File: src/lci_pkg.sv
// shared widths, types and helpers for the line / circle intersection core
package lci_pkg;

  localparam int unsigned COORD_W    = 32;
  localparam int unsigned RAD_W      = 31;
  localparam int unsigned HALF_W     = 32;
  localparam int unsigned PROD_W     = 64;
  localparam int unsigned N_W        = 64;
  localparam int unsigned SUM_W      = 66;
  localparam int unsigned WIDE_W     = 128;
  localparam int unsigned MID_W      = 96;
  localparam int unsigned D_W        = 126;
  localparam int unsigned ROOT_W     = 63;
  localparam int unsigned SREM_W     = 65;
  localparam int unsigned NUM_W      = 98;
  localparam int unsigned QUO_W      = 32;
  localparam int unsigned FRAC_W     = 16;
  localparam int unsigned CNT_W      = 2;
  localparam int unsigned CFG_IDX_W  = 2;

  localparam int unsigned SQRT_CELLS = ROOT_W;
  localparam int unsigned DIV_CELLS  = QUO_W;
  localparam int unsigned LANES      = 4;

  // front stages, sqrt chain, product/numerator stages, divider chain, saturate, output
  localparam int unsigned PIPE_DEPTH = 6 + SQRT_CELLS + 4 + DIV_CELLS + 2;

  localparam int unsigned LANE_P1X = 0;
  localparam int unsigned LANE_P1Y = 1;
  localparam int unsigned LANE_P2X = 2;
  localparam int unsigned LANE_P2Y = 3;

  localparam logic [COORD_W-1:0] SAT_MAX = 32'h7FFF_FFFF;
  localparam logic [COORD_W-1:0] SAT_MIN = 32'h8000_0000;

  localparam logic [CNT_W-1:0] CNT_NONE    = 2'd0;
  localparam logic [CNT_W-1:0] CNT_TANGENT = 2'd1;
  localparam logic [CNT_W-1:0] CNT_SECANT  = 2'd2;

  typedef enum logic [CFG_IDX_W-1:0] {
    REG_CENTER_X = 2'd0,
    REG_CENTER_Y = 2'd1,
    REG_RADIUS   = 2'd2
  } cfg_reg_t;

  typedef struct packed {
    logic               ok;
    logic [CNT_W-1:0]   count;
    logic [N_W-1:0]     n;
    logic [NUM_W-1:0]   bx;
    logic [NUM_W-1:0]   by;
    logic               a_neg;
    logic               b_neg;
    logic [COORD_W-1:0] am;
    logic [COORD_W-1:0] bm;
  } geom_t;

  typedef struct packed {
    logic             ok;
    logic [CNT_W-1:0] count;
    logic [N_W-1:0]   n;
    logic [LANES-1:0] neg;
    logic [LANES-1:0] big;
  } dside_t;

  function automatic logic [COORD_W-1:0] abs32(input logic [COORD_W-1:0] v);
    return v[COORD_W-1] ? (~v + 1'b1) : v;
  endfunction

  function automatic logic [PROD_W-1:0] mul32(input logic [HALF_W-1:0] x,
                                              input logic [HALF_W-1:0] y);
    return PROD_W'(x) * PROD_W'(y);
  endfunction

endpackage

File: src/lci_sqrt_cell.sv
// one digit step of the pipelined integer square root
module lci_sqrt_cell #(
  parameter int unsigned PAIR = 0
) (
  input  logic                         clk,
  input  logic [lci_pkg::D_W-1:0]      d_in,
  input  logic [lci_pkg::SREM_W-1:0]   rem_in,
  input  logic [lci_pkg::ROOT_W-1:0]   root_in,
  output logic [lci_pkg::D_W-1:0]      d_out,
  output logic [lci_pkg::SREM_W-1:0]   rem_out,
  output logic [lci_pkg::ROOT_W-1:0]   root_out
);
  import lci_pkg::*;

  logic [SREM_W+1:0] cur;
  logic [SREM_W+1:0] trial;
  logic [SREM_W+1:0] diff;
  logic              ge;
  logic [SREM_W-1:0] rem_nxt;
  logic [ROOT_W-1:0] root_nxt;
  logic [D_W-1:0]    d_r;
  logic [SREM_W-1:0] rem_r;
  logic [ROOT_W-1:0] root_r;

  always_comb begin
    // bring down the next two radicand bits, try root*4+1
    cur      = {rem_in, d_in[2*PAIR+1 -: 2]};
    trial    = {{(SREM_W-ROOT_W){1'b0}}, root_in, 2'b01};
    diff     = cur - trial;
    ge       = (cur >= trial);
    rem_nxt  = ge ? diff[SREM_W-1:0] : cur[SREM_W-1:0];
    root_nxt = {root_in[ROOT_W-2:0], ge};
  end

  always_ff @(posedge clk) begin
    d_r    <= d_in;
    rem_r  <= rem_nxt;
    root_r <= root_nxt;
  end

  assign d_out    = d_r;
  assign rem_out  = rem_r;
  assign root_out = root_r;

endmodule

File: config.mk
export PLATFORM = sky130hd
export DESIGN_NAME = lci_sqrt_cell
export DESIGN_NICKNAME = d
export VERILOG_FILES = /design/src/lci_pkg.sv /design/src/lci_sqrt_cell.sv
export SDC_FILE = /design/constraint.sdc
export NUM_CORES = 1
export LEC_CHECK = 0
export BUFFER_PORTS_ARGS = -buffer_cell sky130_fd_sc_hd__buf_4
export CAP_MARGIN = 20
export CORE_AREA = 5 5 193 195
export CTS_BUF_LIST = sky130_fd_sc_hd__clkbuf_4
export CTS_CLUSTER_SIZE = 24
export DETAILED_ROUTE_END_ITERATION = 6
export DIE_AREA = 0 0 198 200
export PLACE_DENSITY = 0.66
export SETUP_SLACK_MARGIN = 0.2
export SLEW_MARGIN = 20
export SYNTH_ARGS = -nofsm -noshare
export SYNTH_HDL_FRONTEND = slang
export SYNTH_SLANG_ARGS = --single-unit
export TNS_END_PERCENT = 5
File: constraint.sdc
create_clock -name clk -period 4.8 [get_ports clk]
set_clock_uncertainty 0.1 [all_clocks]
set_input_delay 0.24 -clock clk [delete_from_list [all_inputs] [get_ports clk]]
set_output_delay 0.24 -clock clk [all_outputs]
set_load 0.1 [all_outputs]
==> flow_metrics.py, run 1 <==
metrics = {
    "place": {
        "placedCellCount": 1969,
        "hpwl_mm": 33.39,
        "gp_congestion": 0.8984,
        "port_buffers": 508,
    },
    "timing": {
        "period_share_pct": 87.84,
        "slew-limit-headroom_pct": 48.48,
        "setup_tns_ns": 0,
        "rsz0062_at_grt": "no",
        "slew_viol_final": 0,
        "min_period_ns": 4.216,
        "tightest_slew_ns": 0.7663,
        "setup_viol_count_final": 0,
        "final_hold_viol_count": 0,
        "max_freq_mhz": 237.2,
    },
    "global_routing": {
        "grtUsageTotal_pct": 23.74,
        "grt_max_degree": 61,
        "antenna_found_initial": 4,
        "overflow": 0,
        "grt_pass1_vias": 12310,
        "grt_pass1_wl_mm": 72.59,
    },
    "yosys": {
        "synth_top_family_by_area": "compound AO/OA/AOI/OAI gates",
        "async_flop_share_pct": 0,
        "ys_seq_area_share_pct": 49.71,
        "yosysMostFrequentCell": "dfxtp_1",
        "synth_area_um2": 10230,
        "synth_top_flop_cell": "dfxtp_1",
        "avgSynthCellArea_um2": 9.931,
        "synth.mux.area_fraction_pct": 4.807,
        "syn_nets": 1350,
        "yosysWarnings": 0,
        "syn_inst": 1030,
        "yosys-top-cells-count": "254 x dfxtp_1, 91 x a21oi_1, 83 x inv_1, 65 x ha_1, 59 x nand2_1",
        "synth_xor_xnor_area_share_pct": 4.881,
        "yosysUniqueCellTypes": 64,
        "synth_top_area_share_pct": 49.71,
        "synth_edf_count": 0,
        "synth_compound_area_share_pct": 16.87,
        "synth_area_leader_cell": "dfxtp_1",
        "synth_area_leaders": "dfxtp_1 50%, ha_1 8.0%, a21oi_1 4.5%",
        "yosys.area_share.simple_pct": 10.73,
        "synth-adder-area-share_pct": 7.951,
        "ys_ff_latch": 254,
    },
    "clocking": {
        "htreeDepth": 3,
        "cts_tree": "yes",
        "path_clk_slew_ns": 0.08,
        "clock_path_buffers": 3,
        "cts.sinks": 254,
        "cts-resized-gates": 0,
        "cts_made_buffers": 71,
        "root_buffer": "clkbuf_4",
    },
    "min_path": {
        "holdPathStages": 2,
        "hold_class": "input port to register",
        "min_to": "root_out[6]$_DFF_P_",
        "hp-start": "root_in[5]",
    },
    "floorplanning": {
        "die_w_um": 198,
        "initial_core_util_pct": 29.04,
        "coreArea_um2": 35220,
        "fp.dieArea_um2": 39600,
        "boundaryPins": 509,
        "die_h_um": 200,
        "num_rows": 69,
    },
    "final_layout": {
        "finalNetCount": 2237,
        "final_cells": 2426,
        "final_core_util_pct": 53.01,
        "drive_gt1_share_pct": 32.16,
        "area_delta_synth_final_pct": 82.56,
    },
    "power": {
        "finalPower_w": 0.007488,
        "vdd_drop_max_uv": 324.5,
        "p_leak_nw": 8.832,
        "p_per_area_nw_per_um2": 401.0,
    },
    "route": {
        "drt_first_pass_iters": 5,
        "detail_route.wl_per_cell_um": 20.39,
        "drt-initial-drc-count": 609,
        "via_count": 11570,
        "via_per_inst": 4.767,
        "drtAntennaViolNets": 0,
        "drc": 0,
        "wl_mm": 49.47,
    },
    "setup_path": {
        "worstPathArrival_ns": 4.70,
        "critPathSlowestCell": "nor3b_1",
        "cp_top_family": "simple AND/OR/NAND/NOR gates",
        "start_kind": "input port",
        "cp_num_buf_inv": 4,
        "worst_setup_path_end_kind": "register",
        "cp.depth": 13,
        "critical_path_class": "input port to register",
        "worst_ep_required_time_ns": 5.28,
        "worstPathCellList": "dlygate4sd3_1 > buf_4 > ha_1 > nor3b_1 > nand4_1 > nor4_1 > nand4_1 > nor4_1 > or3_1 > buf_4 > nor2_4 > clkinv_4 > mux2_1",
        "worstPathMaxFanout": 60,
        "critPathMaxStageDelay_ns": 0.58,
    },
    "run": {
        "max_cap_violations": 0,
    },
    "status": {
        "outcome": "finished clean",
    },
}
worst max-delay path by stage:
stage,end,from
final,rem_out[18]$_DFF_P_,rem_in[62]
after detailed placement,rem_out[64]$_DFF_P_,rem_in[62]
after global placement,rem_out[64]$_DFF_P_,rem_in[62]
after CTS,rem_out[64]$_DFF_P_,rem_in[62]
after global routing,rem_out[15]$_DFF_P_,rem_in[62]
after floorplan,rem_out[14]$_DFF_P_,root_in[30]
metrics by stage:
step	hold slack [ns]	area, um^2	setup WS, ns
final	0.06937	18670	0.5839
after global routing	0.02039	18670	0.3556
after CTS	0.00003186	18670	0.5165
after detailed placement	0.2456	14460	0.2840
after global placement	0.2444	14460	0.1583
after floorplan	0.1677	10230	1.430
report_power, final:
group / internal [W] / switching (W) / total [W]
clock: 0.000981 / 0.000997 / 0.00198
combinational: 0.000876 / 0.00224 / 0.00312
sequential: 0.00232 / 0.0000714 / 0.00239
layout by cell type (no fill, tap or decap), types with 4 or more instances in the layout:
cell           count
a211o_1            4
a211oi_1          12
a21boi_0           6
a21o_1            29
a21oi_1           91
a31oi_1           10
and2_1             5
and3_1            12
buf_4            513
clkbuf_4          96
clkinv_1          13
dfxtp_1          254
dlygate4sd3_1    336
ha_1              65
inv_1             83
mux2_1            40
nand2_1           59
nand3_1           19
nand4_1           21
nor2_1            43
nor2b_1            7
nor3_1            30
nor4_1             5
o211ai_1           7
o21a_1             7
o21ai_0           45
o21bai_1          14
o221ai_1           4
o31ai_1            8
or3_1              9
xnor2_1           37
xor2_1            20
metal layers:
layer  routed length, um  GRT usage (%)  part of all wire, %
met1               18160          25.46                   37
met2               25080          42.98                   51
met3                3390          5.690                  6.9
met4                2833          13.21                  5.7
met5                  13              0                0.026
state kept, by name, indices dropped and copies added (netlist names):
name,flops
d_out,126
root_out,63
rem_out,65
cells by family (layout without fill, tap and decap cells):
| family | count (synthesis) | in the layout |
|---|---|---|
| compound gates | 268 | 268 |
| xor+xnor | 57 | 57 |
| fa+ha+maj | 65 | 65 |
| buf+inv | 119 | 1051 |
| flops | 254 | 254 |
| mux | 44 | 44 |
| other cells | 0 | 3 |
| simple gates | 223 | 223 |
area by class of cell:
cell class | instances | area [um^2]
Inverter | 84 | 320.3
Fill cell | 3018 | 16550
Sequential cell | 254 | 5085
Timing Repair Buffer | 849 | 7214
Antenna cell | 3 | 7.507
Clock buffer | 96 | 720.7
Multi-Input combinational cell | 657 | 4627
Tap cell | 461 | 576.8
Clock inverter | 22 | 121.4
timing repair:
action | 4_1_cts | 5_1_grt
buffers inserted | 0 | 0
hold buffers | 336 | 0
hold endpoints to repair | 253 | 0
(Power assumes the default switching activity.)
==> run 2, diff against run 1 <==
- CTS_BUF_LIST: sky130_fd_sc_hd__clkbuf_4 -> sky130_fd_sc_hd__clkbuf_4 sky130_fd_sc_hd__clkbuf_8
- CTS_CLUSTER_SIZE: 24 -> 28
- REMOVE_ABC_BUFFERS: default -> 1
==> run 2 against run 1 <==
Net effect: first-iteration DRC count shrank 14%; critical path type unchanged; worst hold slack improved by 0.13 ns; via count decreased by 5.1%; sequential power is essentially flat; largest power group unchanged.
==> flow_metrics.py, run 2 (synthesis results as in run 1) <==
metrics = {
    "setup_path": {
        "worstPathMaxFanout": 60,
        "start_kind": "input port",
        "worst_setup_path_end_kind": "register",
        "worst_ep_required_time_ns": 5.17,
        "critical_path_class": "input port to register",
        "worstPathArrival_ns": 4.67,
    },
    "timing": {
        "final_hold_viol_count": 0,
        "max_freq_mhz": 232.1,
        "slew_viol_final": 0,
        "min_period_ns": 4.308,
        "rsz0062_at_grt": "no",
        "setup_viol_count_final": 0,
        "worst_hold_slack_ns": 0.1949,
        "period_share_pct": 89.75,
        "setup_tns_ns": 0,
        "tightest_slew_ns": 0.9970,
        "slew-limit-headroom_pct": 32.96,
    },
    "clocking": {
        "post_cts_buffers": 0,
        "htreeDepth": 2,
        "clock_path_buffers": 3,
        "cts.sinks": 254,
        "path_clk_slew_ns": 0.06,
        "cts_tree": "yes",
        "root_buffer": "clkbuf_8",
        "cts_made_buffers": 45,
    },
    "final_layout": {
        "layout_common_cells": "512 x buf_4, 254 x dfxtp_1, 254 x dlygate4sd3_1",
        "largest_reg_flops": 126,
        "final_common_cell": "buf_4",
        "area_delta_synth_final_pct": 76.32,
        "drive_gt1_share_pct": 32.94,
        "finalNetCount": 2128,
    },
    "global_routing": {
        "antenna_found_initial": 2,
        "grt_pass1_wl_mm": 69.49,
        "grt_pass1_vias": 11800,
        "grt_max_degree": 61,
        "grtUsageTotal_pct": 22.54,
        "overflow": 0,
    },
    "route": {
        "drtAntennaViolNets": 0,
        "drc": 0,
        "drt-initial-drc-count": 521,
        "wl_mm": 47.49,
        "wl_met3_mm": 2.895,
        "via_per_inst": 4.757,
        "detail_route.wl_per_cell_um": 20.59,
        "met1Wirelength_mm": 17.48,
        "via_count": 10970,
        "topRoutingLayerUsed": "met4",
        "drt_first_pass_iters": 6,
        "wl_met2_mm": 24.81,
    },
    "place": {
        "hpwl_mm": 34.55,
        "port_buffers": 508,
        "gp_congestion": 0.8684,
    },
    "floorplanning": {
        "initial_core_util_pct": 29.04,
        "num_rows": 69,
        "die_w_um": 198,
        "fp.dieArea_um2": 39600,
        "die_h_um": 200,
        "coreArea_um2": 35220,
        "boundaryPins": 509,
    },
    "min_path": {
        "hold_class": "input port to register",
    },
    "run": {
        "max_cap_violations": 0,
    },
    "power": {
        "p_per_area_nw_per_um2": 429.8,
        "vdd_drop_max_uv": 362.4,
        "p_leak_nw": 8.532,
    },
    "status": {
        "outcome": "finished clean",
    },
}
-- run 2: cell count changes in the layout (fill, tap and decap cells not counted), sizes merged --
cell and delta:
clkbuf -25, clkinv -12, inv -1, dlygate4sd3 -82, diode -1, bufinv +2
buf -1
-- run 2: layer usage --
layer / up-vias / GRT usage, %
li1: 5200 / -
met1: 5187 / 24.26
met2: 482 / 42.26
met3: 101 / 4.230
met4: 0 / 11.15
met5: - / 0
-- run 2: stage by stage --
step | setup WS [ns] | util (%) | instance area, um^2 | total power [W] | cells
after floorplan | 1.176 | - | 10030 | 0.004529 | 995
after global placement | 0.3633 | 41.03 | 14450 | 0.005283 | 1968
after detailed placement | 0.4774 | 41.03 | 14450 | 0.005293 | 1968
after CTS | 0.5254 | 51.19 | 18030 | 0.007783 | 2304
after global routing | 0.3857 | 51.19 | 18030 | 0.008030 | 2305
final | 0.4921 | 51.20 | 18030 | 0.007751 | 2306
-- run 2: area by class of cell --
cell class / instances / area [um^2]
clock buffer: 71 / 889.6
inverter: 84 / 320.3
multi-input combinational: 657 / 4627
clock inverter: 11 / 145.1
timing repair buffer: 766 / 6386
tap: 461 / 576.8
antenna: 2 / 5.005
fill: 3117 / 17190
sequential: 254 / 5085
-- run 2: worst paths after layout --
check / startpoint / cells past startpoint / to / slack (ns)
max: rem_in[35] / 13 / rem_out[25]$_DFF_P_ / 0.49
min: rem_in[63] / 5 / rem_out[0]$_DFF_P_ / 0.19
-- run 2: timing repair --
action                                 CTS  global route
gates resized for setup                  0             0
endpoints found under the hold margin  253             0
hold buffers                           254             0
-- run 2: power by group --
group	internal [W]	leakage [nW]	switching (W)
clock	0.00135	0.548	0.000950
combinational	0.000830	5.84	0.00223
sequential	0.00232	2.14	0.0000710
total	0.00450	8.53	0.00325
-- run 2: critical path, cell delays in order --
cell and delay [ns]:
dlygate4sd3_1 0.54, buf_4 0.14, ha_1 0.48, nand2_1 0.18
nor2_1 0.33, nand4_1 0.26, nor4_1 0.52, nand4_1 0.27
nor4_1 0.44, or3_1 0.27, nor2_4 0.11, clkinv_4 0.45
mux2_1 0.39
==> run 3, diff against run 2 <==
- PLACE_DENSITY: 0.66 -> default
- PLACE_DENSITY_LB_ADDON: default -> 0.3
- RECOVER_POWER: default -> 25
==> run 3 against run 2 <==
Net effect: clock power shrank 3%; fmax is 7.1% higher; highest routed layer is now met5; die area unchanged; utilization is 0.33 points lower; sequential share of layout area grew 0.18 points; worst hold slack worse by 0.14 ns.
==> flow_metrics.py, run 3 (synthesis results as in run 1) <==
metrics = {
    "global_routing": {
        "grt_pass1_wl_mm": 67.10,
        "grtUsageTotal_pct": 21.92,
        "overflow": 0,
        "antenna_found_initial": 4,
        "grt_pass1_vias": 11350,
        "grt_max_degree": 61,
    },
    "final_layout": {
        "layout_common_cells": "386 x buf_4, 254 x dfxtp_1, 252 x dlygate4sd3_1",
        "area_delta_synth_final_pct": 75.18,
        "multi_input_area_um2": 4627,
        "largest_reg_flops": 126,
        "finalNetCount": 2128,
        "drive_gt1_share_pct": 32.01,
        "final_common_cell": "buf_4",
        "seq_area_um2": 5085,
        "final_cells": 2308,
        "fill_cells": 3140,
    },
    "setup_path": {
        "critical_path_class": "input port to register",
        "worst_ep_required_time_ns": 5.19,
        "worstPathMaxFanout": 9,
        "start_kind": "input port",
        "worstPathArrival_ns": 4.41,
        "worst_setup_path_end_kind": "register",
    },
    "route": {
        "drc": 0,
        "detail_route.wl_per_cell_um": 19.90,
        "drt-initial-drc-count": 402,
        "drtAntennaViolNets": 0,
        "via_per_inst": 4.660,
        "drt_first_pass_iters": 5,
        "wl_mm": 45.93,
        "via_count": 10760,
    },
    "floorplanning": {
        "die_w_um": 198,
        "fp.dieArea_um2": 39600,
        "initial_core_util_pct": 29.04,
        "num_rows": 69,
        "coreArea_um2": 35220,
        "boundaryPins": 509,
        "die_h_um": 200,
    },
    "clocking": {
        "cts_tree": "yes",
        "cts_made_buffers": 46,
        "htreeDepth": 2,
        "root_buffer": "clkbuf_8",
        "path_clk_slew_ns": 0.06,
        "clock_path_buffers": 3,
        "cts.sinks": 254,
    },
    "status": {
        "outcome": "finished clean",
    },
    "power": {
        "p_leak_nw": 8.421,
        "vdd_drop_max_uv": 338.3,
        "p_per_area_nw_per_um2": 426.7,
    },
    "timing": {
        "setup_viol_count_final": 0,
        "rsz0062_at_grt": "no",
        "min_period_ns": 4.021,
        "final_hold_viol_count": 0,
        "tightest_slew_ns": 1.064,
        "slew-limit-headroom_pct": 28.49,
        "max_freq_mhz": 248.7,
        "slew_viol_final": 0,
        "setup_tns_ns": 0,
        "period_share_pct": 83.76,
        "worst_hold_slack_ns": 0.05481,
    },
    "place": {
        "gp_congestion": 0.8597,
        "hpwl_mm": 34.23,
        "port_buffers": 508,
        "placedCellCount": 1969,
    },
    "min_path": {
        "hold_class": "input port to register",
        "holdPathStages": 5,
    },
    "run": {
        "max_cap_violations": 0,
    },
}
[run 3: through the flow]
stage / util [%] / area (um^2) / setup WS, ns / total power, W
floorplan: - / 10030 / 1.176 / 0.004529
global placement: 41.05 / 14460 / 0.5412 / 0.005288
detailed placement: 41.05 / 14460 / 0.6139 / 0.005291
CTS: 51.04 / 17980 / 0.6851 / 0.007725
global route: 50.86 / 17910 / 0.5004 / 0.007949
finish: 50.87 / 17920 / 0.7795 / 0.007646
[run 3: area by class of cell]
class	instances	area share (%)
Timing Repair Buffer	765	35.17
Multi-Input combinational cell	657	25.82
Antenna cell	4	0.05586
Inverter	84	1.788
Sequential cell	254	28.38
Clock inverter	14	0.7541
Clock buffer	69	4.811
Tap cell	461	3.219
[run 3: path summary, 6_finish.rpt]
path	from	end	slack, ns
setup / recovery	root_in[23]	rem_out[52]$_DFF_P_	0.78
hold / removal	rem_in[64]	rem_out[54]$_DFF_P_	0.05
[run 3: critical path: stages]
cell and delay [ns]:
dlygate4sd3_1 0.52, clkbuf_1 0.14, inv_1 0.07, ha_1 0.46, nand4_1 0.30, nor4b_1 0.60
o2111ai_1 0.42, a31oi_1 0.60, a211oi_1 0.28, o21ai_0 0.33, xor2_1 0.12, mux2_1 0.31
[run 3: routing by layer]
metal | up-vias | GRT usage [%] | wire [um]
met4 | 2 | 8.901 | 1834
met3 | 91 | 4.985 | 3030
li1 | 5194 | - | -
met2 | 450 | 40.93 | 23920
met5 | - | 0 | 7
met1 | 5019 | 24.00 | 17140
[run 3: timing repair]
item,CTS,global route
resized for setup,0,0
hold buffers,252,0
setup buffers,0,0
hold endpoints to repair,253,0
[run 3: power by group]
part / switching (W) / internal (W)
logic: 0.00222 / 0.000819
registers: 0.0000650 / 0.00232
clock network: 0.000957 / 0.00127
