$ cat src/lci_pkg.sv
// shared widths, types and helpers for the line / circle intersection core
package lci_pkg;

  localparam int unsigned COORD_W    = 32;
  localparam int unsigned RAD_W      = 31;
  localparam int unsigned HALF_W     = 32;
  localparam int unsigned PROD_W     = 64;
  localparam int unsigned N_W        = 64;
  localparam int unsigned SUM_W      = 66;
  localparam int unsigned WIDE_W     = 128;
  localparam int unsigned MID_W      = 96;
  localparam int unsigned D_W        = 126;
  localparam int unsigned ROOT_W     = 63;
  localparam int unsigned SREM_W     = 65;
  localparam int unsigned NUM_W      = 98;
  localparam int unsigned QUO_W      = 32;
  localparam int unsigned FRAC_W     = 16;
  localparam int unsigned CNT_W      = 2;
  localparam int unsigned CFG_IDX_W  = 2;

  localparam int unsigned SQRT_CELLS = ROOT_W;
  localparam int unsigned DIV_CELLS  = QUO_W;
  localparam int unsigned LANES      = 4;

  // front stages, sqrt chain, product/numerator stages, divider chain, saturate, output
  localparam int unsigned PIPE_DEPTH = 6 + SQRT_CELLS + 4 + DIV_CELLS + 2;

  localparam int unsigned LANE_P1X = 0;
  localparam int unsigned LANE_P1Y = 1;
  localparam int unsigned LANE_P2X = 2;
  localparam int unsigned LANE_P2Y = 3;

  localparam logic [COORD_W-1:0] SAT_MAX = 32'h7FFF_FFFF;
  localparam logic [COORD_W-1:0] SAT_MIN = 32'h8000_0000;

  localparam logic [CNT_W-1:0] CNT_NONE    = 2'd0;
  localparam logic [CNT_W-1:0] CNT_TANGENT = 2'd1;
  localparam logic [CNT_W-1:0] CNT_SECANT  = 2'd2;

  typedef enum logic [CFG_IDX_W-1:0] {
    REG_CENTER_X = 2'd0,
    REG_CENTER_Y = 2'd1,
    REG_RADIUS   = 2'd2
  } cfg_reg_t;

  typedef struct packed {
    logic               ok;
    logic [CNT_W-1:0]   count;
    logic [N_W-1:0]     n;
    logic [NUM_W-1:0]   bx;
    logic [NUM_W-1:0]   by;
    logic               a_neg;
    logic               b_neg;
    logic [COORD_W-1:0] am;
    logic [COORD_W-1:0] bm;
  } geom_t;

  typedef struct packed {
    logic             ok;
    logic [CNT_W-1:0] count;
    logic [N_W-1:0]   n;
    logic [LANES-1:0] neg;
    logic [LANES-1:0] big;
  } dside_t;

  function automatic logic [COORD_W-1:0] abs32(input logic [COORD_W-1:0] v);
    return v[COORD_W-1] ? (~v + 1'b1) : v;
  endfunction

  function automatic logic [PROD_W-1:0] mul32(input logic [HALF_W-1:0] x,
                                              input logic [HALF_W-1:0] y);
    return PROD_W'(x) * PROD_W'(y);
  endfunction

endpackage

$ cat src/lci_div_cell.sv
// one quotient bit of the pipelined restoring divider
module lci_div_cell #(
  parameter int unsigned BIT = 0
) (
  input  logic                        clk,
  input  logic [lci_pkg::N_W-1:0]     den,
  input  logic [lci_pkg::N_W-1:0]     rem_in,
  input  logic [lci_pkg::QUO_W-1:0]   lo_in,
  input  logic [lci_pkg::QUO_W-1:0]   quo_in,
  output logic [lci_pkg::N_W-1:0]     rem_out,
  output logic [lci_pkg::QUO_W-1:0]   lo_out,
  output logic [lci_pkg::QUO_W-1:0]   quo_out
);
  import lci_pkg::*;

  logic [N_W:0]     cur;
  logic [N_W:0]     dext;
  logic [N_W:0]     diff;
  logic             ge;
  logic [N_W-1:0]   rem_nxt;
  logic [QUO_W-1:0] quo_nxt;
  logic [N_W-1:0]   rem_r;
  logic [QUO_W-1:0] lo_r;
  logic [QUO_W-1:0] quo_r;

  always_comb begin
    cur      = {rem_in, lo_in[BIT]};
    dext     = {1'b0, den};
    diff     = cur - dext;
    ge       = (cur >= dext);
    rem_nxt  = ge ? diff[N_W-1:0] : cur[N_W-1:0];
    quo_nxt  = quo_in;
    quo_nxt[BIT] = ge;
  end

  always_ff @(posedge clk) begin
    rem_r <= rem_nxt;
    lo_r  <= lo_in;
    quo_r <= quo_nxt;
  end

  assign rem_out = rem_r;
  assign lo_out  = lo_r;
  assign quo_out = quo_r;

endmodule
$ cat config.mk
export PLATFORM = sky130hd
export DESIGN_NAME = lci_div_cell
export DESIGN_NICKNAME = d
export VERILOG_FILES = /design/src/lci_pkg.sv /design/src/lci_div_cell.sv
export SDC_FILE = /design/constraint.sdc
export NUM_CORES = 1
export LEC_CHECK = 0
export ABC_CLOCK_PERIOD_IN_PS = 6900
export BUFFER_PORTS_ARGS = -buffer_cell sky130_fd_sc_hd__buf_2
export CAP_MARGIN = 30
export CORE_ASPECT_RATIO = 1.1
export CORE_MARGIN = 1
export CORE_UTILIZATION = 45
export CTS_CLUSTER_SIZE = 14
export DETAILED_ROUTE_END_ITERATION = 8
export PLACE_DENSITY = 0.76
export SLEW_MARGIN = 20
export SYNTH_ARGS = -nofsm -noshare
export SYNTH_HDL_FRONTEND = slang
export SYNTH_SLANG_ARGS = --single-unit
$ cat constraint.sdc
create_clock -name clk -period 6.9 [get_ports clk]
set_clock_uncertainty 0.05 [all_clocks]
set_input_delay 0.345 -clock clk [delete_from_list [all_inputs] [get_ports clk]]
set_output_delay 0.345 -clock clk [all_outputs]
set_load 0.01 [all_outputs]
==> results.json, run 1 <==
{
  "status": "complete, no violations",
  "cts_tree": "built",
  "synth_edf_count": 0,
  "wl_per_cell_um": 16.14,
  "htreeDepth": 4,
  "cp_cell_sequence": "dlygate4sd3_1, buf_2, inv_1, ha_1, nor2b_1, o2111a_1, o21ai_1, o311ai_2, o2111ai_1, a21oi_1, o21ai_1, a21oi_4, buf_4, mux2_2",
  "start_kind": "input port",
  "hold_viol": 0,
  "powerDensity_mw_per_mm2": 246.1,
  "drt_pass1_iterations": 7,
  "ys_seq_elements": 128,
  "worst_pin_slew_ps": 859.6,
  "die_h_um": 136.8,
  "cts_buffer_depth": 2,
  "cts-root-buf": "clkbuf_16",
  "hold_class": "input port to flip-flop",
  "io_pins": 321,
  "crit_path_max_incr_delay_ps": 570,
  "syn_inst": 897,
  "max_freq_mhz": 249.4,
  "avgViaCountPerCell": 5.287,
  "gp_congestion": 0.8850,
  "initial_core_util": 0.4669,
  "final_nets": 1515,
  "min_delay_worst_endpoint": "rem_out[62]",
  "syn2layout_area_growth_pct": 38.74,
  "cpMaxStageDelayCell": "buf_4",
  "antenna_found_initial": 4,
  "syn-num-nets": 1155,
  "hp-start": "rem_in[61]",
  "row_count": 48,
  "synth.avg_cell_area_sq_um": 8.284,
  "leakagePower_nw": 5.118,
  "required_ps": 7160,
  "ys_types": 64,
  "vias": 7782,
  "grt_pass1_vias": 7508,
  "path_class": "input port to flip-flop",
  "end_kind": "flip-flop",
  "synth_top_area_frac": 0.3448,
  "place_hpwl_mm": 17.68,
  "die_w_um": 124.5,
  "finalSetupViolCount": 0,
  "die_area_sq_mm": 0.01703,
  "first_iter_violations": 447,
  "netlist.top_cell.by_area": "dfxtp_1",
  "rsz0062_at_grt": "false",
  "grt_overflow": 0,
  "cpMostUsedCell": "o21ai_1",
  "cp.arrival_ps": 4270,
  "clk_pin_slew_ps": 60,
  "cts_buffers": 17,
  "yosysSeqAreaShare": 0.3448,
  "drv_cap": 0,
  "yosys-top-cells-area": "dfxtp_1 (34%), ha_1 (11%), a21oi_1 (8.2%)",
  "peakVddDrop_v": 0.0001769,
  "grtUsageTotal": 0.2724,
  "place.port_buffers": 319,
  "post_cts.repair.setup_buffers": 0,
  "final_antenna_net_count": 0,
  "fin_crit_sh": 0.5810,
  "grt_first_pass_wirelength_mm": 37.00,
  "async_flop_share": 0,
  "ys.flop_type": "dfxtp_1",
  "core_sq_mm": 0.01592,
  "drcViolationCount": 0,
  "worstPathMaxFanout": 71,
  "fin_tns_setup_ps": 0,
  "synth_area_sq_mm": 0.007431,
  "ys_warn_count": 0,
  "numClockSinks": 128,
  "grt_max_degree": 72,
  "finalMaxSlewViolations": 0,
  "min_path_cells": 2,
  "drive_above_1_share": 0.3087,
  "period_needed_ps": 4009,
  "slew_headroom": 0.4196,
  "final_util": 0.6478,
  "wl_mm": 23.76
}
timing repair:
action                                 4_1_cts  5_1_grt
hold buffers                                63        0
gates resized for setup                      0        0
endpoints found under the hold margin       63        0
worst max-delay path by stage:
stage / from / endpoint / slack [ps] / cells past startpoint
final: lo_in[0] / rem_out[40] / 2890 / 14
after global routing: lo_in[0] / rem_out[21] / 2650 / 14
after CTS: lo_in[0] / rem_out[21] / 2960 / 14
after detailed placement: den[1] / rem_out[21] / 2990 / 13
after global placement: den[1] / rem_out[30] / 3030 / 13
after floorplan: lo_in[0] / rem_out[52] / 3810 / 13
through the flow:
stage                     hold slack (ps)  total power (W)  setup WS (ps)  instances  cell area [sq um]
after global placement              396.8         0.001610           3029       1375               9087
after floorplan                     322.7         0.001362           3814        897               7431
after global routing                105.5         0.002662           2648       1472              10310
final                               121.5         0.002537           2891       1472              10310
after CTS                           102.9         0.002548           2961       1470              10300
after detailed placement            398.6         0.001619           2987       1375               9087
flip-flops by register name, indices dropped and copies added, names as in the netlist:
name     flops
quo_out     32
rem_out     64
lo_out      32
where the power goes:
group	total, W	switching, W	internal [W]
registers	0.000874	0.0000257	0.000848
clock network	0.000892	0.000375	0.000517
logic	0.000771	0.000429	0.000342
worst max-delay path, delay by kind of cell:
family / cells / cell delay (ps)
fa+ha+maj: 1 / 220
compound gates: 7 / 1820
mux: 1 / 410
buf+inv: 4 / 1250
simple gates: 1 / 160
logic make-up after synthesis:
group / count (synthesis) / synth area share
AOI/OAI and AO/OA: 267 / 0.2282
and+or+nand+nor: 231 / 0.1443
DFF: 128 / 0.3448
buffers and inverters: 125 / 0.06954
adders and majority gates: 65 / 0.1105
xor gates and xnor gates: 61 / 0.07190
muxes: 20 / 0.03081
layout by cell type (no fill, tap or decap), types with 19 or more instances in the layout:
cell and n:
a21o_1 33, nand2_1 56, buf_2 319, nor2_1 83
o21ai_0 38, xor2_1 25, nand4_1 27, ha_1 64
a21oi_1 122, dlygate4sd3_1 63, dfxtp_1 128, inv_1 81
mux2_2 19, xnor2_1 36
synth_stat cells, drive strengths merged, types with 3 or more instances:
| cell | count |
|---|---|
| a31oi | 5 |
| a21oi | 127 |
| o211ai | 4 |
| inv | 81 |
| xor2 | 25 |
| o21a | 3 |
| nor3 | 9 |
| and3 | 5 |
| o22ai | 3 |
| o21ai | 41 |
| a21o | 34 |
| xnor2 | 36 |
| a221oi | 3 |
| o21bai | 12 |
| nor4 | 8 |
| buf | 20 |
| clkbuf | 24 |
| dfxtp | 128 |
| nor2 | 84 |
| a211oi | 5 |
| o31ai | 4 |
| nor2b | 7 |
| nand2 | 56 |
| nand3 | 15 |
| o311ai | 4 |
| o221ai | 5 |
| or2 | 3 |
| or3 | 6 |
| nand2b | 6 |
| mux2 | 20 |
| nand4 | 27 |
| ha | 64 |
cell type report:
class / instances / area [sq um]
flip-flops and latches: 128 / 2562
fillers: 1317 / 5605
clock inverters: 14 / 147.6
multi-input cells: 644 / 4352
diodes: 2 / 5.005
inverters: 81 / 304.0
repair buffers: 385 / 2250
clock buffers: 18 / 439.2
well taps: 200 / 250.2
per-layer routing:
metal	GRT usage	part of all wire	vias up	wire, um
met5	0	0.0011	-	26
met4	0.1098	0.026	4	626
met2	0.5101	0.52	298	12320
met1	0.3008	0.39	3571	9324
met3	0.05512	0.061	40	1458
li1	-	-	3869	-
No activity file was read; power rests on OpenSTA's default activity.
==> run 2: changes to the inputs <==
Settings changed: ABC_CLOCK_PERIOD_IN_PS 6900 to 3500, CORE_UTILIZATION 45 to 44, PLACE_DENSITY 0.76 to 0.78.
Clock period 6.9 ns to 3.5 ns, I/O delays scaled along.
==> run 2 against run 1 <==
Net effect: first-iteration DRC count increased by 6.7%; final cell count increased by 5.3%; total power increased by 100%; design area increased by 7.7%; setup slack got worse by 2800 ps; core utilization increased by 2.8 points; global-route usage increased by 2.9 points; combinational power increased by 120%; wire length increased by 15%; hold slack got worse by 57 ps; die area increased by 2.2%; largest power group unchanged; highest routed layer is now met4.
==> results.json, run 2 (synthesis gave the netlist of run 1 again) <==
{
  "status": "complete, no violations",
  "core_sq_mm": 0.01643,
  "worst_pin_slew_ps": 942.4,
  "gp_congestion": 0.9015,
  "final_cell_mix": "buf_2 (319), dfxtp_1 (128), dlygate4sd3_1 (126)",
  "grt_pass1_vias": 8194,
  "drcViolationCount": 0,
  "first_iter_violations": 477,
  "peakVddDrop_v": 0.0003472,
  "min_delay_worst_endpoint": "rem_out[0]",
  "cts_tree": "built",
  "hold_class": "input port to flip-flop",
  "antenna_found_initial": 4,
  "leakagePower_nw": 5.472,
  "grt_overflow": 0,
  "rsz0062_at_grt": "false",
  "hp-start": "den[0]",
  "grt.busiest_layer": "met2",
  "cp.arrival_ps": 3690,
  "cts-root-buf": "clkbuf_16",
  "grtUsageTotal": 0.3016,
  "avgViaCountPerCell": 5.423,
  "hold_viol": 0,
  "fin_tns_setup_ps": 0,
  "grt_max_degree": 56,
  "cpMaxStageDelayCell": "dlygate4sd3_1",
  "nFillCells": 1269,
  "clk_pin_slew_ps": 60,
  "final_nets": 1587,
  "vias": 8406,
  "die_h_um": 138.3,
  "end_kind": "flip-flop",
  "cts_buffers": 17,
  "layout_commonest_cell": "buf_2",
  "period_needed_ps": 3424,
  "wl_per_cell_um": 17.63,
  "met2_usage": 0.5557,
  "cts_buffer_depth": 2,
  "fin_crit_sh": 0.9783,
  "total_power_w": 0.005185,
  "min_path_cells": 3,
  "final_antenna_net_count": 0,
  "io_pins": 321,
  "slew_headroom": 0.3638,
  "drive_above_1_share": 0.3018,
  "finalSetupViolCount": 0,
  "largest_reg_flops": 64,
  "path_class": "input port to flip-flop",
  "max_freq_mhz": 292.1,
  "use_met3": 0.05998,
  "crit_path_max_incr_delay_ps": 550,
  "htreeDepth": 4,
  "worstPathMaxFanout": 3,
  "drt_pass1_iterations": 7,
  "place_hpwl_mm": 17.83,
  "die_area_sq_mm": 0.01741,
  "wl_mm": 27.33,
  "drv_cap": 0,
  "cp_cell_sequence": "dlygate4sd3_1, buf_2, inv_1, ha_1, fa_1, nand2b_1, a21oi_1, o211ai_1, nand3_1, o311ai_1, o311ai_0, o21ai_2, o21ai_0, xor2_1, mux2_2",
  "initial_core_util": 0.4523,
  "grt_first_pass_wirelength_mm": 41.31,
  "syn2layout_area_growth_pct": 49.42,
  "row_count": 49,
  "powerDensity_mw_per_mm2": 467.0,
  "finalMaxSlewViolations": 0,
  "use_met1": 0.3025,
  "start_kind": "input port",
  "numClockSinks": 128,
  "required_ps": 3760,
  "die_w_um": 125.9,
  "place.port_buffers": 319
}
==> run 2: cell count changes in the layout (fill, tap and decap cells not counted), moves of 2 or more <==
cell / change
dlygate4sd3_1: +63
buf_4: +5
diode_2: +2
buf_12: +2
clkbuf_16: +2
==> run 2: how the worst max path moves through the flow <==
stage	endpoint	from	slack, ps
2_1_floorplan	rem_out[52]	lo_in[0]	580
3_3_place_gp	rem_out[30]	den[1]	200
3_5_place_dp	rem_out[21]	den[1]	130
4_1_cts	rem_out[21]	rem_in[3]	20
5_1_grt	rem_out[63]	rem_in[12]	2
6_report	rem_out[58]	lo_in[0]	80
==> run 2: through the flow <==
step / util / hold slack (ps) / instance area [sq um] / cells / setup WS, ps
global route: 0.6756 / 89.19 / 11100 / 1549 / 1.784
detailed placement: 0.5567 / 228.6 / 9148 / 1383 / 127.3
finish: 0.6758 / 64.34 / 11100 / 1550 / 76.01
floorplan: - / 152.7 / 7431 / 897 / 584.2
CTS: 0.6690 / 53.14 / 10990 / 1541 / 20.79
global placement: 0.5567 / 227.1 / 9148 / 1383 / 204.4
==> run 2: routing by layer <==
layer  vias up  routed length (um)
met3       120                1879
li1       4028                   -
met5         -                   0
met2       427               14060
met1      3831                9709
met4         0                1678
==> run 2: final cells by class <==
| type | instances | area, sq um | share of cell area |
|---|---|---|---|
| diodes | 4 | 10.01 | 0.0009015 |
| clock buffers | 18 | 439.2 | 0.03955 |
| clock inverters | 14 | 143.9 | 0.01296 |
| inverters | 81 | 304.0 | 0.02738 |
| multi-input cells | 644 | 4380 | 0.3945 |
| flip-flops and latches | 128 | 2562 | 0.2308 |
| well taps | 204 | 255.2 | 0.02299 |
| repair buffers | 457 | 3008 | 0.2709 |
==> run 2: power breakdown <==
part	switching [W]	leakage, nW	internal [W]
sequential	0.0000604	1.08	0.00167
combinational	0.000912	4.12	0.000752
clock	0.000768	0.275	0.00102
==> run 2: worst max-delay path: cells and delay by family <==
kind / cells / cell delay [ps]
AO/OA/AOI/OAI: 6 / 1540
XOR/XNOR: 1 / 160
adder cells (fa/ha/maj): 2 / 390
buffers and inverters: 3 / 770
multiplexers: 1 / 270
AND/OR/NAND/NOR: 2 / 390
==> run 2: timing repair <==
| action | CTS | global route |
|---|---|---|
| hold buffers | 126 | 0 |
| hold endpoints to repair | 126 | 0 |
| setup buffers | 0 | 3 |
| gates resized for setup | 0 | 5 |
| setup endpoints to repair | 0 | 25 |
==> run 3: changes to the inputs <==
--- a/config.mk
+++ b/config.mk
@@ -15,3 +15,3 @@
 export DETAILED_ROUTE_END_ITERATION = 8
-export PLACE_DENSITY = 0.78
+export PLACE_DENSITY = 0.82
 export SLEW_MARGIN = 20
==> constraint.sdc (replaced) <==
create_clock -name clk -period 3.5 [get_ports clk]
set_clock_uncertainty 0.05 [all_clocks]
set_input_delay 0.525 -clock clk [delete_from_list [all_inputs] [get_ports clk]]
set_output_delay 0.525 -clock clk [all_outputs]
set_load 0.01 [all_outputs]
==> run 3 against run 2 <==
Net effect: total power is 3.3% lower; combinational power is 7% lower; fmax is 6.5% higher; sequential power hardly changed; clock power is 2% lower; via count is 8.3% lower; final cell count is 5.2% lower; first-iteration DRC count is 15% lower; sequential share of layout area is 2.3 points higher; flip-flop and latch count stayed put; critical path depth is 1 lower; design area is 8.9% lower; critical path type unchanged; highest routed layer is now met5.
==> results.json, run 3 (synthesis gave the netlist of run 1 again) <==
{
  "status": "complete, no violations",
  "drcViolationCount": 0,
  "htreeDepth": 4,
  "rsz0062_at_grt": "false",
  "numClockSinks": 128,
  "post_cts_resized": 0,
  "pwr-share-clk": 0.349,
  "wl_mm": 22.49,
  "cts_buffer_depth": 2,
  "cp.arrival_ps": 3480,
  "grt_overflow": 0,
  "final_cell_mix": "buf_2 (319), dfxtp_1 (128), a21oi_1 (122)",
  "hold_class": "input port to flip-flop",
  "power_frac_comb": 0.308,
  "fin_tns_setup_ps": 0,
  "drive_above_1_share": 0.3542,
  "die_w_um": 125.9,
  "worstPathMaxFanout": 3,
  "finalSetupViolCount": 0,
  "max_freq_mhz": 311.0,
  "grt_pass1_vias": 7357,
  "largest_reg_flops": 64,
  "first_iter_violations": 407,
  "layout_commonest_cell": "buf_2",
  "core_sq_mm": 0.01643,
  "wl_per_cell_um": 15.30,
  "hold_viol": 0,
  "drt_pass1_iterations": 7,
  "p_sw_w": 0.001626,
  "fin_crit_sh": 0.9186,
  "final_util": 0.6154,
  "leakagePower_nw": 5.131,
  "end_kind": "flip-flop",
  "final_area_sq_mm": 0.01011,
  "powerDensity_mw_per_mm2": 495.8,
  "holdBufCountCts": 0,
  "grt_max_degree": 47,
  "grt_first_pass_wirelength_mm": 35.05,
  "io_pins": 321,
  "antenna_found_initial": 5,
  "placed_cell_area_sq_mm": 0.009518,
  "period_needed_ps": 3215,
  "seq_power_share": 0.343,
  "min_path_cells": 1,
  "die_h_um": 138.3,
  "clk_pin_slew_ps": 60,
  "post_cts.repair.setup_buffers": 0,
  "final_nets": 1507,
  "syn2layout_area_growth_pct": 36.07,
  "drv_cap": 0,
  "initial_core_util": 0.4523,
  "row_count": 49,
  "total_power_w": 0.005013,
  "slew_headroom": 0.4420,
  "hold_ws_ps": 149.3,
  "path_class": "input port to flip-flop",
  "finalMaxSlewViolations": 0,
  "die_area_sq_mm": 0.01741,
  "peakVddDrop_v": 0.0003307,
  "required_ps": 3760,
  "cts-root-buf": "clkbuf_16",
  "cts_tree": "built",
  "worst_pin_slew_ps": 826.5,
  "place.port_buffers": 319,
  "p_int_w": 0.003387,
  "p_sw_frac": 0.3243,
  "grtUsageTotal": 0.2532,
  "vias": 7705,
  "start_kind": "input port",
  "final_antenna_net_count": 0,
  "avgViaCountPerCell": 5.241,
  "cts_buffers": 17,
  "place_hpwl_mm": 18.45,
  "gp_congestion": 0.9256
}
## run 3: changes by cell type in the layout (fill, tap and decap cells not counted), sizes merged
cell and change:
dlygate4sd3 -126, buf +48, clkinv +4, inv -2, clkinvlp -2, clkbuf -2
## run 3: power by group through the flow
stage               registers, W  logic [W]  clock network, W
floorplan                0.00187   0.000812                 0
global placement         0.00175    0.00151                 0
detailed placement       0.00175    0.00153                 0
CTS                      0.00172    0.00155           0.00179
global route             0.00174    0.00169           0.00185
finish                   0.00172    0.00155           0.00175
## run 3: worst paths after layout
check | startpoint | endpoint | slack, ps
worst min-delay path | lo_in[12] | lo_out[12] | 150
worst max-delay path | lo_in[0] | rem_out[58] | 280
## run 3: final cells by class
class | count | area (sq um)
clock buffers | 18 | 439.2
repair buffers | 377 | 2044
multi-input cells | 644 | 4352
well taps | 204 | 255.2
diodes | 4 | 10.01
inverters | 81 | 304.0
clock inverters | 14 | 143.9
fillers | 1473 | 6320
flip-flops and latches | 128 | 2562
## run 3: metrics by stage
| step | setup slack (ps) | cells |
|---|---|---|
| 5_1_grt | 135.5 | 1468 |
| 4_1_cts | 361.1 | 1466 |
| 2_1_floorplan | 234.2 | 897 |
| 3_5_place_dp | -69.31 | 1434 |
| 3_3_place_gp | 4.358 | 1434 |
| 6_report | 284.8 | 1470 |
## run 3: worst max-delay path: stages
cell and delay, ps:
buf_2 110, inv_1 50, ha_1 170, fa_1 190, nand2b_1 120, a21oi_1 100, o211ai_1 230, nand3_1 180
o311ai_1 360, o311ai_0 370, o21ai_1 400, o21ai_0 220, xor2_1 180, mux2_2 270
## run 3: metal layers
metal / vias up / share of wire / GRT usage
met5: - / 0.00044 / 0
met4: 2 / 0.034 / 0.1192
met3: 53 / 0.068 / 0.05379
met2: 299 / 0.52 / 0.4682
met1: 3493 / 0.38 / 0.2719
li1: 3858 / - / -
